==> src/hw/rtl/pse_pkg.sv <==
package pse_pkg;

  // Fixed widths of the payload and the stack entries
  localparam int unsigned VAL_W = 48;
  localparam int unsigned ERR_W = 3;

  // ASCII codes the evaluator recognizes
  localparam logic [7:0] CH_ADD  = 8'h2B;
  localparam logic [7:0] CH_SUB  = 8'h2D;
  localparam logic [7:0] CH_MUL  = 8'h2A;
  localparam logic [7:0] CH_DIV  = 8'h2F;
  localparam logic [7:0] CH_ZERO = 8'h30;
  localparam logic [7:0] CH_NINE = 8'h39;

  // Saturation limits of Q31.16
  localparam logic signed [VAL_W-1:0] VAL_MAX = 48'sh7FFF_FFFF_FFFF;
  localparam logic signed [VAL_W-1:0] VAL_MIN = 48'sh8000_0000_0000;

  // Sticky error codes
  typedef enum logic [ERR_W-1:0] {
    ERR_NONE  = 3'd0,
    ERR_UNDER = 3'd1,
    ERR_OVER  = 3'd2,
    ERR_DIV0  = 3'd3,
    ERR_BADCH = 3'd4,
    ERR_EMPTY = 3'd5
  } err_t;

  // Input transaction payload
  typedef struct packed {
    logic [7:0] char_code;
    logic       is_last;
  } in_t;

  // Result transaction payload
  typedef struct packed {
    logic signed [VAL_W-1:0] value;
    logic [ERR_W-1:0]        error_code;
  } out_t;

  // Request to the multiply/divide unit
  typedef struct packed {
    logic start;
    logic is_div;
  } arith_req_t;

  // Response from the multiply/divide unit
  typedef struct packed {
    logic                    done;
    logic signed [VAL_W-1:0] value;
  } arith_rsp_t;

  // Saturate a sign and an 80-bit magnitude into Q31.16
  function automatic logic signed [VAL_W-1:0] sat_mag(input logic neg,
                                                      input logic [79:0] mag);
    logic big;
    big = |mag[79:VAL_W-1];
    if (neg) begin
      sat_mag = big ? VAL_MIN : -$signed(mag[VAL_W-1:0]);
    end else begin
      sat_mag = big ? VAL_MAX : $signed(mag[VAL_W-1:0]);
    end
  endfunction

  // Two's complement magnitude of a stack value
  function automatic logic [VAL_W-1:0] abs_val(input logic signed [VAL_W-1:0] v);
    abs_val = v[VAL_W-1] ? (~v + 48'd1) : v;
  endfunction

endpackage

==> src/hw/rtl/pse_ram.sv <==
module pse_ram #(
  parameter int unsigned WIDTH = 48,
  parameter int unsigned DEPTH = 32
) (
  input  logic                     clk,
  input  logic                     we,
  input  logic [$clog2(DEPTH)-1:0] waddr,
  input  logic [WIDTH-1:0]         wdata,
  input  logic [$clog2(DEPTH)-1:0] raddr,
  output logic [WIDTH-1:0]         rdata
);

  logic [WIDTH-1:0] mem [DEPTH];

  // Single write port, registered read
  always_ff @(posedge clk) begin
    if (we) begin
      mem[waddr] <= wdata;
    end
    rdata <= mem[raddr];
  end

endmodule

==> src/hw/rtl/pse_arith.sv <==
module pse_arith (
  input  logic                             clk,
  input  logic                             rst_n,
  input  pse_pkg::arith_req_t              req,
  input  logic signed [pse_pkg::VAL_W-1:0] op_a,
  input  logic signed [pse_pkg::VAL_W-1:0] op_b,
  output pse_pkg::arith_rsp_t              rsp
);

  typedef enum logic [3:0] {
    AS_IDLE = 4'b0001,
    AS_MUL  = 4'b0010,
    AS_DIV  = 4'b0100,
    AS_SAT  = 4'b1000
  } astate_t;

  astate_t      state_r, state_nxt;
  logic [5:0]   step_r, step_nxt;
  logic         neg_r, neg_nxt;
  logic         is_div_r, is_div_nxt;
  logic [47:0]  xa_r, xa_nxt;
  logic [47:0]  yb_r, yb_nxt;
  logic [95:0]  acc_r, acc_nxt;
  logic [63:0]  quo_r, quo_nxt;
  logic [47:0]  rem_r, rem_nxt;

  logic [23:0]  x_part, y_part;
  logic [47:0]  pp;
  logic [6:0]   shamt;
  logic [48:0]  rem_sh, diff;
  logic [79:0]  mag;

  // One 24x24 partial product per cycle
  assign x_part = step_r[1] ? xa_r[47:24] : xa_r[23:0];
  assign y_part = step_r[0] ? yb_r[47:24] : yb_r[23:0];
  assign pp     = x_part * y_part;
  assign shamt  = 7'(24) * 7'(step_r[1]) + 7'(24) * 7'(step_r[0]);

  // Restoring divide, one quotient bit per cycle
  assign rem_sh = {rem_r, quo_r[63]};
  assign diff   = rem_sh - {1'b0, yb_r};

  assign mag = is_div_r ? {16'b0, quo_r} : acc_r[95:16];

  always_comb begin
    state_nxt  = state_r;
    step_nxt   = step_r;
    neg_nxt    = neg_r;
    is_div_nxt = is_div_r;
    xa_nxt     = xa_r;
    yb_nxt     = yb_r;
    acc_nxt    = acc_r;
    quo_nxt    = quo_r;
    rem_nxt    = rem_r;
    unique case (state_r)
      AS_IDLE: begin
        if (req.start) begin
          neg_nxt    = op_a[47] ^ op_b[47];
          is_div_nxt = req.is_div;
          xa_nxt     = pse_pkg::abs_val(op_a);
          yb_nxt     = pse_pkg::abs_val(op_b);
          acc_nxt    = '0;
          quo_nxt    = {pse_pkg::abs_val(op_a), 16'b0};
          rem_nxt    = '0;
          step_nxt   = '0;
          state_nxt  = req.is_div ? AS_DIV : AS_MUL;
        end
      end
      AS_MUL: begin
        acc_nxt  = acc_r + ({48'b0, pp} << shamt);
        step_nxt = step_r + 6'd1;
        if (step_r[1:0] == 2'd3) begin
          state_nxt = AS_SAT;
        end
      end
      AS_DIV: begin
        if (!diff[48]) begin
          rem_nxt = diff[47:0];
          quo_nxt = {quo_r[62:0], 1'b1};
        end else begin
          rem_nxt = rem_sh[47:0];
          quo_nxt = {quo_r[62:0], 1'b0};
        end
        step_nxt = step_r + 6'd1;
        if (step_r == 6'd63) begin
          state_nxt = AS_SAT;
        end
      end
      AS_SAT: begin
        state_nxt = AS_IDLE;
      end
      default: begin
        state_nxt = AS_IDLE;
      end
    endcase
  end

  // Result is valid for the single cycle in AS_SAT
  assign rsp.done  = (state_r == AS_SAT);
  assign rsp.value = pse_pkg::sat_mag(neg_r, mag);

  always_ff @(posedge clk) begin
    if (!rst_n) begin
      state_r <= AS_IDLE;
    end else begin
      state_r <= state_nxt;
    end
  end

  // Datapath registers
  always_ff @(posedge clk) begin
    step_r   <= step_nxt;
    neg_r    <= neg_nxt;
    is_div_r <= is_div_nxt;
    xa_r     <= xa_nxt;
    yb_r     <= yb_nxt;
    acc_r    <= acc_nxt;
    quo_r    <= quo_nxt;
    rem_r    <= rem_nxt;
  end

endmodule

==> src/hw/rtl/prefix_expression_stack_evaluator_top.sv <==
// Steps: a digit, bad character or underflow completes on acceptance; +, - and divide by
// zero take accept (with stack memory read) and execute; * and / also use the shared unit.
// An item marked last then loads the result register, held back while out_ready stalls.
// Throughput: one item at a time; the next is taken once the item above completes.
// Reset (synchronous, active low) clears the stack count, sticky error, state and
// output valid; the stack memory is not cleared and is only read below the count.
module prefix_expression_stack_evaluator_top #(
  parameter int unsigned STACK_DEPTH = 32
) (
  input  logic           clk,
  input  logic           rst_n,
  input  logic           in_valid,
  output logic           in_ready,
  input  pse_pkg::in_t   in_data,
  output logic           out_valid,
  input  logic           out_ready,
  output pse_pkg::out_t  out_data
);

  localparam int unsigned AW = (STACK_DEPTH > 1) ? $clog2(STACK_DEPTH) : 1;
  localparam int unsigned CW = $clog2(STACK_DEPTH + 1);

  typedef enum logic [3:0] {
    ST_IDLE = 4'b0001,
    ST_EXEC = 4'b0010,
    ST_WAIT = 4'b0100,
    ST_EMIT = 4'b1000
  } state_t;

  state_t                            state_r, state_nxt;
  logic [CW-1:0]                     count_r, count_nxt;
  logic [pse_pkg::ERR_W-1:0]         sticky_r, sticky_nxt;
  logic signed [pse_pkg::VAL_W-1:0]  top_r, top_nxt;
  logic [7:0]                        op_r, op_nxt;
  logic                              last_r, last_nxt;
  logic                              out_valid_r, out_valid_nxt;
  pse_pkg::out_t                     out_data_r, out_data_nxt;

  logic                              in_accept;
  logic                              is_digit, is_op;
  logic [CW-1:0]                     cnt_m1, cnt_m2;
  logic                              ram_we;
  logic [pse_pkg::VAL_W-1:0]         ram_rdata;
  logic signed [pse_pkg::VAL_W-1:0]  o2;
  logic signed [pse_pkg::VAL_W:0]    sum;
  logic                              emit_go;
  logic [pse_pkg::ERR_W-1:0]         end_err;
  pse_pkg::arith_req_t               arith_req;
  pse_pkg::arith_rsp_t               arith_rsp;
  state_t                            done_state;

  assign in_ready  = (state_r == ST_IDLE);
  assign in_accept = in_valid && in_ready;

  // Character decode
  assign is_digit = (in_data.char_code >= pse_pkg::CH_ZERO) &&
                    (in_data.char_code <= pse_pkg::CH_NINE);
  assign is_op    = (in_data.char_code == pse_pkg::CH_ADD) ||
                    (in_data.char_code == pse_pkg::CH_SUB) ||
                    (in_data.char_code == pse_pkg::CH_MUL) ||
                    (in_data.char_code == pse_pkg::CH_DIV);

  assign cnt_m1 = count_r - CW'(1);
  assign cnt_m2 = count_r - CW'(2);

  // Top of stack lives in top_r; entries below it are in the memory.
  // A push spills the old top to the memory when the stack was not empty.
  assign ram_we = in_accept && is_digit && (count_r < CW'(STACK_DEPTH)) &&
                  (count_r != '0);

  pse_ram #(
    .WIDTH (pse_pkg::VAL_W),
    .DEPTH (STACK_DEPTH)
  ) u_stack (
    .clk   (clk),
    .we    (ram_we),
    .waddr (cnt_m1[AW-1:0]),
    .wdata (top_r),
    .raddr (cnt_m2[AW-1:0]),
    .rdata (ram_rdata)
  );

  assign o2  = $signed(ram_rdata);
  assign sum = (op_r == pse_pkg::CH_SUB) ? ({top_r[47], top_r} - {o2[47], o2})
                                         : ({top_r[47], top_r} + {o2[47], o2});

  // Multiply and divide by a nonzero divisor go to the iterative unit
  assign arith_req.start  = (state_r == ST_EXEC) &&
                            ((op_r == pse_pkg::CH_MUL) ||
                             ((op_r == pse_pkg::CH_DIV) && (o2 != '0)));
  assign arith_req.is_div = (op_r == pse_pkg::CH_DIV);

  pse_arith u_arith (
    .clk   (clk),
    .rst_n (rst_n),
    .req   (arith_req),
    .op_a  (top_r),
    .op_b  (o2),
    .rsp   (arith_rsp)
  );

  assign done_state = last_r ? ST_EMIT : ST_IDLE;
  assign emit_go    = !out_valid_r || out_ready;
  assign end_err    = ((sticky_r == pse_pkg::ERR_NONE) && (count_r == '0)) ?
                      pse_pkg::ERR_EMPTY : sticky_r;

  // Control sequencer
  always_comb begin
    state_nxt     = state_r;
    count_nxt     = count_r;
    sticky_nxt    = sticky_r;
    top_nxt       = top_r;
    op_nxt        = op_r;
    last_nxt      = last_r;
    out_valid_nxt = out_valid_r && !out_ready;
    out_data_nxt  = out_data_r;
    unique case (state_r)
      ST_IDLE: begin
        if (in_accept) begin
          op_nxt    = in_data.char_code;
          last_nxt  = in_data.is_last;
          state_nxt = in_data.is_last ? ST_EMIT : ST_IDLE;
          if (is_digit) begin
            if (count_r >= CW'(STACK_DEPTH)) begin
              if (sticky_r == pse_pkg::ERR_NONE) sticky_nxt = pse_pkg::ERR_OVER;
            end else begin
              top_nxt   = {28'b0, in_data.char_code[3:0], 16'b0};
              count_nxt = count_r + CW'(1);
            end
          end else if (!is_op) begin
            if (sticky_r == pse_pkg::ERR_NONE) sticky_nxt = pse_pkg::ERR_BADCH;
          end else if (count_r < CW'(2)) begin
            if (sticky_r == pse_pkg::ERR_NONE) sticky_nxt = pse_pkg::ERR_UNDER;
          end else begin
            state_nxt = ST_EXEC;
          end
        end
      end
      ST_EXEC: begin
        case (op_r) inside
          pse_pkg::CH_ADD, pse_pkg::CH_SUB: begin
            if (sum[48] != sum[47]) begin
              top_nxt = sum[48] ? pse_pkg::VAL_MIN : pse_pkg::VAL_MAX;
            end else begin
              top_nxt = sum[47:0];
            end
            count_nxt = cnt_m1;
            state_nxt = done_state;
          end
          pse_pkg::CH_DIV: begin
            if (o2 == '0) begin
              if (sticky_r == pse_pkg::ERR_NONE) sticky_nxt = pse_pkg::ERR_DIV0;
              top_nxt   = '0;
              count_nxt = cnt_m1;
              state_nxt = done_state;
            end else begin
              state_nxt = ST_WAIT;
            end
          end
          default: begin
            state_nxt = ST_WAIT;
          end
        endcase
      end
      ST_WAIT: begin
        if (arith_rsp.done) begin
          top_nxt   = arith_rsp.value;
          count_nxt = cnt_m1;
          state_nxt = done_state;
        end
      end
      ST_EMIT: begin
        if (emit_go) begin
          out_valid_nxt           = 1'b1;
          out_data_nxt.value      = (count_r == '0) ? '0 : top_r;
          out_data_nxt.error_code = end_err;
          count_nxt               = '0;
          sticky_nxt              = pse_pkg::ERR_NONE;
          state_nxt               = ST_IDLE;
        end
      end
      default: begin
        state_nxt = ST_IDLE;
      end
    endcase
  end

  always_ff @(posedge clk) begin
    if (!rst_n) begin
      state_r     <= ST_IDLE;
      count_r     <= '0;
      sticky_r    <= pse_pkg::ERR_NONE;
      out_valid_r <= 1'b0;
    end else begin
      state_r     <= state_nxt;
      count_r     <= count_nxt;
      sticky_r    <= sticky_nxt;
      out_valid_r <= out_valid_nxt;
    end
  end

  // Payload registers
  always_ff @(posedge clk) begin
    top_r      <= top_nxt;
    op_r       <= op_nxt;
    last_r     <= last_nxt;
    out_data_r <= out_data_nxt;
  end

  assign out_valid = out_valid_r;
  assign out_data  = out_data_r;

  // Stack count never passes the stack depth
  a_count_range: assert property (@(posedge clk) disable iff (!rst_n)
    count_r <= CW'(STACK_DEPTH))
    else $error("stack count beyond depth");

  // The arithmetic unit only finishes while the sequencer waits for it
  a_arith_done: assert property (@(posedge clk) disable iff (!rst_n)
    arith_rsp.done |-> (state_r == ST_WAIT))
    else $error("arith result with no waiting operation");

  // Loading a result clears the expression state
  a_emit_clear: assert property (@(posedge clk) disable iff (!rst_n)
    ((state_r == ST_EMIT) && emit_go) |=>
      (count_r == '0) && (sticky_r == pse_pkg::ERR_NONE) && out_valid_r)
    else $error("expression state not cleared after result");

endmodule

==> config.mk <==
export PLATFORM = sky130hd
export DESIGN_NAME = prefix_expression_stack_evaluator_top
export DESIGN_NICKNAME = d
export VERILOG_FILES = /design/src/hw/rtl/pse_pkg.sv /design/src/hw/rtl/pse_ram.sv /design/src/hw/rtl/pse_arith.sv /design/src/hw/rtl/prefix_expression_stack_evaluator_top.sv
export SDC_FILE = /design/constraint.sdc
export NUM_CORES = 2
export LEC_CHECK = 0
export BUFFER_PORTS_ARGS = -buffer_cell sky130_fd_sc_hd__buf_2
export CAP_MARGIN = 20
export CORE_ASPECT_RATIO = 1.5
export CORE_MARGIN = 4
export CORE_UTILIZATION = 58
export CTS_BUF_LIST = sky130_fd_sc_hd__clkbuf_8 sky130_fd_sc_hd__clkbuf_16
export DETAILED_ROUTE_END_ITERATION = 7
export GPL_TIMING_DRIVEN = 0
export MAX_ROUTING_LAYER = met4
export PLACE_DENSITY = 0.79
export SLEW_MARGIN = 15
export SYNTH_ARGS = -nofsm -noshare
export SYNTH_HDL_FRONTEND = slang
export SYNTH_SLANG_ARGS = --single-unit
==> constraint.sdc <==
create_clock -name clk -period 11.1 [get_ports clk]
set_input_delay 2.22 -clock clk [delete_from_list [all_inputs] [get_ports clk]]
set_output_delay 2.22 -clock clk [all_outputs]
set_load 0.02 [all_outputs]
-- Yosys cells after proc, flatten, opt, wreduce, memory -nomap -nowiden
Memory sizes are Yosys's and may differ from the RTL's. A register that Yosys moved wholly into a read port is not among the register bits.
Index checks and enable logic that the tools add are counted.
- multipliers: 3
- shift operators: 1
- mux-type cells: 73
- reductions and logical operators: 41
- $lt $le $gt $ge: 5
- $add $sub $neg: 12
- bitwise operators: 3
- equality and inequality tests: 38
- operator list (kind ; count):
    2-to-1 mux 48 bit ; 15
    one-hot mux 96 bit (2 select lines) ; 1
    one-hot mux 48 bit (3 select lines) ; 1
    one-hot mux 64 bit (2 select lines) ; 1
    adder 48 x 1 -> 48 bit, second input constant ; 2
    adder 96 bit ; 1
    2-to-1 mux 96 bit ; 1
    inverter 48 bit ; 2
    one-hot mux 48 bit (2 select lines) ; 1
    << shifter 48 x 7 -> 96 bit ; 1
    2-to-1 mux 80 bit ; 1
    == test 8 x 6 -> 1 bit, second input constant ; 8
    2-to-1 mux 64 bit ; 1
    2-to-1 mux 4 bit ; 14
    2-to-1 mux 6 bit ; 9
    adder 48 x 48 -> 49 bit ; 1
    2-to-1 mux 49 bit ; 1
    subtractor 48 x 48 -> 49 bit ; 1
    subtractor 49 x 48 -> 49 bit ; 1
    zero test 48 bit ; 1
    multiplier 24 x 24 -> 48 bit ; 1
    2-to-1 mux 24 bit ; 2
    negator 48 bit ; 1
    nonzero test 48 bit ; 1
    other kinds (48) ; 107
- logic and storage cells: 196
- input port bits: 13
- output and inout bits: 53
- bits in writable memories: 1536
- memories: 1
- register bits: 438
- memory list (name ; depth ; bits a word ; rd ports ; clocked after Yosys merged registers in ; write ports ; line ; text):
    u_stack.mem ; 32 ; 48 ; 1 ; 1 ; 1 ; pse_ram.sv:13 ; logic [WIDTH-1:0] mem [DEPTH];

-- Depth between registers and ports, before layout
- depth in word-level cells: 8
- depth in mapped cells: 46

-- Hierarchy
Synthesis repeated with hierarchy kept, for this count alone.
- cells, all modules: 9854
- area total of the unflattened synthesis: 116360.3 sq um
- modules (own cells, without submodules) (module ; cells each ; times used ; area each (sq um)):
    pse_ram ; 3364 ; 1 ; 60724.5
    pse_arith ; 5416 ; 1 ; 45995.4
    prefix_expression_stack_evaluator_top ; 1074 ; 1 ; 9640.5

-- Least setup slack after synthesis
No wires, ideal clock.
- kind: register -> register
- start: reg u_arith.step_r[1]
- end: reg u_arith.acc_r[74] (data pin)
- slack: 0.265 ns
- required time: 10.834 ns
- stages on the path, launching flop included: 39
- data arrival time: 10.569 ns
- path through: edfxtp_1 > clkbuf_1 > clkbuf_1 > clkbuf_1 > mux2i_1 > nor2_1 > fa_1 > fa_1 > inv_1 > fa_1 > fa_1 > inv_1 > fa_1 > fa_1 > inv_1 > fa_1 > inv_1 > ha_1 > (+3 left out) > o221ai_1 > a21oi_1 > or4b_2 > and3_1 > and2_1 > o311a_1 > ha_1 > clkbuf_1 > nand4_1 > or2_2 > or4_1 > a31oi_1 > o41ai_1 > o41ai_1 > a21oi_1 > o21ai_0 > xnor2_1 > nor2_1
- longest elaborated chain between the ends: 5
- elaborated cells between the ends (all ways): 7
- RTL lines (element ; line ; text):
    from (decl) ; pse_arith.sv:18 ; logic [5:0] step_r, step_nxt;
    from (signal assigned) ; pse_arith.sv:112 ; step_r <= step_nxt;
    2-to-1 mux 24 bit or multiplier 2 x 1 -> 3 bit (tied branches) ; pse_arith.sv:34, pse_arith.sv:37 ;
    multiplier 24 x 24 -> 48 bit or adder 6 x 6 -> 7 bit (tied branches) ; pse_arith.sv:36, pse_arith.sv:37 ;
    << shifter 48 x 7 -> 96 bit (*) ; pse_arith.sv:70 ; acc_nxt = acc_r + ({48'b0, pp} << shamt);
    adder 96 bit (*) ; pse_arith.sv:70 ;
    one-hot mux 96 bit (2 select lines) (*) ; pse_arith.sv:55 ; unique case (state_r)
    to (signal assigned) ; pse_arith.sv:117 ; acc_r <= acc_nxt;
    to (decl) ; pse_arith.sv:23 ; logic [95:0] acc_r, acc_nxt;
Mark *: on every way between the ends. The rest lies on a longest branch, timed or not.
A chain may end at the register's enable or synchronous reset.

-- Worst setup path after layout
- start: reg u_arith.step_r[0]
- end: reg u_arith.acc_r[74] (data pin)
- longest elaborated chain between the ends: 5
- elaborated cells between the ends (all ways): 7
- RTL lines (element ; line):
    2-to-1 mux 24 bit or multiplier 2 x 1 -> 3 bit (tied branches) ; pse_arith.sv:35, pse_arith.sv:37
    multiplier 24 x 24 -> 48 bit or adder 6 x 6 -> 7 bit (tied branches) ; pse_arith.sv:36, pse_arith.sv:37
    << shifter 48 x 7 -> 96 bit (*) ; pse_arith.sv:70
    adder 96 bit (*) ; pse_arith.sv:70
    one-hot mux 96 bit (2 select lines) (*) ; pse_arith.sv:55
Marks and branches as above.

==> out/qor.csv <==
metric,value,unit
grt_antenna_before_repair,36,
clock_skew,0.112,ns
maxSlewViolCount,0,
rsz0062_at_grt,true,
yosys_warnings,0,
synth_nets,9413,
grt-busiest-layer,met2,
synth_cell_type_count,89,
crit_top_cell,fa_1,
status,"finished, violations left",
core_area,194000,µm²
layout_common_cells,"edfxtp_1 (1956), nor2_1 (778), inv_1 (715)",
die_w,369,µm
synth_async_sr_flop_share,0,
grt_pass1_wl,602000,µm
hpwlAfterDp,307000,µm
cts_tree,yes,
end_kind,register,
wl,430000,µm
placementRows,198,
drv_cap,0,
clock-sinks,2022,
dpl_cell_area,120000,µm²
h-tree-depth,4,
critPathMaxFanout,7,
met3_usage,0.0937,
dr.pass1.iters,8,
layout_commonest_cell,edfxtp_1,
final_util,0.673,
grtUsageMet1,0.428,
antenna_left,0,
setup_viol,0,
vias,80400,
cts_buffers,189,
grt.total_usage,0.436,
finalInstanceArea,131000,µm²
netlist_area,113000,µm²
fp.dieArea,202000,µm²
slowest_stage,fa_1,
synth_area_per_cell,13.2,µm²
grt_pass1_vias,82300,
min_period,11.06,ns
clock_latency,0.93,ns
start_kind,register,
nFillCells,13000,
drt_iter0_markers,10200,
cts_root_buf,clkbuf_16,
clockBufferDepth,4,
post-route-drc-count,2,
dieHeight,549,µm
ys_seq_area_frac,0.531,
violations,DRC,
grt_start_max_net_pins,62,
nets,9973,
relSlewSlack,0.164,
cp.required,11.70,ns
clk_pin_slew,0.06,ns
multiInputGateArea,51300,µm²
io_pins,66,
viasPerCell,6.78,
whs,0.568,ns
initial_core_util,0.583,
crit_type,register to register,
wl_per_cell,36.3,µm
drive_above_1_share,0.188,
grt_use_met2,0.720,
min_path_type,register to register,
synth_seq_cells,2022,
gp_congestion,1.05,
arrival,11.66,ns
max_stage_delay,0.60,ns
synth_cells,8535,
worstMarginPinSlew,1.25,ns
synth_ff_type,edfxtp_1,
max_freq,90.4,MHz
hold_viol,0,
overflow,0,
area_growth,15.5,%
seq_area,60100,µm²
post-route-period-util,0.997,
synth_edf_count,1956,
io_buffers,65,
## synth_stat cells, types with 13 or more instances
master / n / share of area
o41ai_1: 14 / 0.0011
a211oi_1: 35 / 0.0023
a21oi_1: 381 / 0.017
nand4_1: 86 / 0.0048
nor2b_1: 31 / 0.0017
nor3_1: 66 / 0.0029
mux2i_1: 131 / 0.012
clkbuf_1: 376 / 0.012
edfxtp_1: 1956 / 0.52
xnor2_1: 256 / 0.020
o31ai_1: 60 / 0.0040
or4_1: 21 / 0.0014
mux2_2: 97 / 0.0097
and3_1: 19 / 0.0011
buf_1: 38 / 0.0013
a21boi_0: 23 / 0.0015
o221ai_1: 22 / 0.0017
inv_1: 696 / 0.023
nor3b_1: 13 / 0.00086
o31a_1: 15 / 0.0012
nand2b_1: 42 / 0.0023
or2_2: 17 / 0.00094
ha_1: 380 / 0.042
a31oi_1: 30 / 0.0017
and2_1: 99 / 0.0055
o211ai_1: 38 / 0.0025
o22ai_1: 23 / 0.0013
a21o_1: 101 / 0.0067
nor2_1: 820 / 0.027
mux4_2: 481 / 0.096
o21ai_0: 314 / 0.014
nand3_1: 80 / 0.0035
o21a_1: 50 / 0.0033
fa_1: 485 / 0.086
o21bai_1: 52 / 0.0035
nand2_1: 718 / 0.024
dfxtp_1: 66 / 0.012
xor2_1: 153 / 0.012
nor4_1: 26 / 0.0014
or3_1: 36 / 0.0020
## kinds of logic (layout without fill, tap and decap cells)
kind of cell             count (synthesis)  count (layout)  synth area share
other                                    0              31                 0
flip-flops                            2022            2022             0.531
AO/OA/AOI/OAI                         1293            1293            0.0722
AND/OR/NAND/NOR                       2116            2116            0.0826
adder cells (fa/ha/maj)                865             865             0.128
multiplexers                           709             709             0.117
XOR/XNOR                               410             410            0.0319
buffers and inverters                 1120            1823            0.0373
## final timing paths
check | start | end | slack (ns) | depth (start not counted)
setup / recovery | u_arith.step_r[0]$_SDFFCE_PN0P_ | u_arith.acc_r[74]$_SDFFCE_PN0P_ | 0.04 | 39
hold / removal | u_arith.quo_r[10]$_SDFFCE_PN0P_ | u_arith.quo_r[11]$_SDFFCE_PN0P_ | 0.57 | 1
setup reg to reg | u_arith.step_r[0]$_SDFFCE_PN0P_ | u_arith.acc_r[74]$_SDFFCE_PN0P_ | 0.04 | 39
hold reg to reg | u_arith.quo_r[10]$_SDFFCE_PN0P_ | u_arith.quo_r[11]$_SDFFCE_PN0P_ | 0.57 | 1
## worst max-delay path, delay by kind of cell, from the launching register on
kind            cells  cell delay, ns
mux                 1            0.26
fa+ha+maj           9            4.27
flops               1            0.43
compound gates     12            3.11
xor+xnor            2            0.30
buf+inv             8            1.04
simple gates        7            1.37
## layer usage
metal	wire [µm]	vias to the layer above
met3	39300	2220
met1	125000	39900
li1	-	32300
met5	0	-
met2	212000	6005
met4	54200	0
## registers in the layout, indices dropped and copies added (netlist names), 8 cells and up
signal         cells
op_r               8
out_data          51
top_r             48
u_arith.acc_r     96
u_arith.quo_r     64
u_arith.rem_r     48
u_arith.xa_r      48
u_arith.yb_r      48
u_stack.mem     1536
u_stack.rdata     48
## through the flow
step,cells,worst slack [ns],setup TNS (ns)
after detailed placement,11400,-4.01,-171.28
after floorplan,8535,0.265,0
after global placement,11200,-4.40,-200.69
after global routing,11900,-0.137,-1.28
after CTS,11700,0.0000959,0
final,11900,0.0367,0
## area by class of cell
| class | count | share of cell area |
|---|---|---|
| Tap cell | 2600 | 0.0249 |
| Clock inverter | 135 | 0.00937 |
| Antenna cell | 31 | 0.000594 |
| Sequential cell | 2022 | 0.460 |
| Inverter | 700 | 0.0202 |
| Multi-Input combinational cell | 5393 | 0.393 |
| Buffer | 387 | 0.0168 |
| Timing Repair Buffer | 402 | 0.0383 |
| Clock buffer | 199 | 0.0376 |
## timing repair
item / 4_1_cts / 5_1_grt
gates resized for setup: 489 / 251
gates cloned: 2 / 6
hold buffers: 0 / 0
setup endpoints to repair: 75 / 39
pin swaps: 36 / 106
setup buffers: 71 / 81
Power is not shown: default switching activity piles up to over one toggle a cycle in this logic, so the estimate is an artifact.
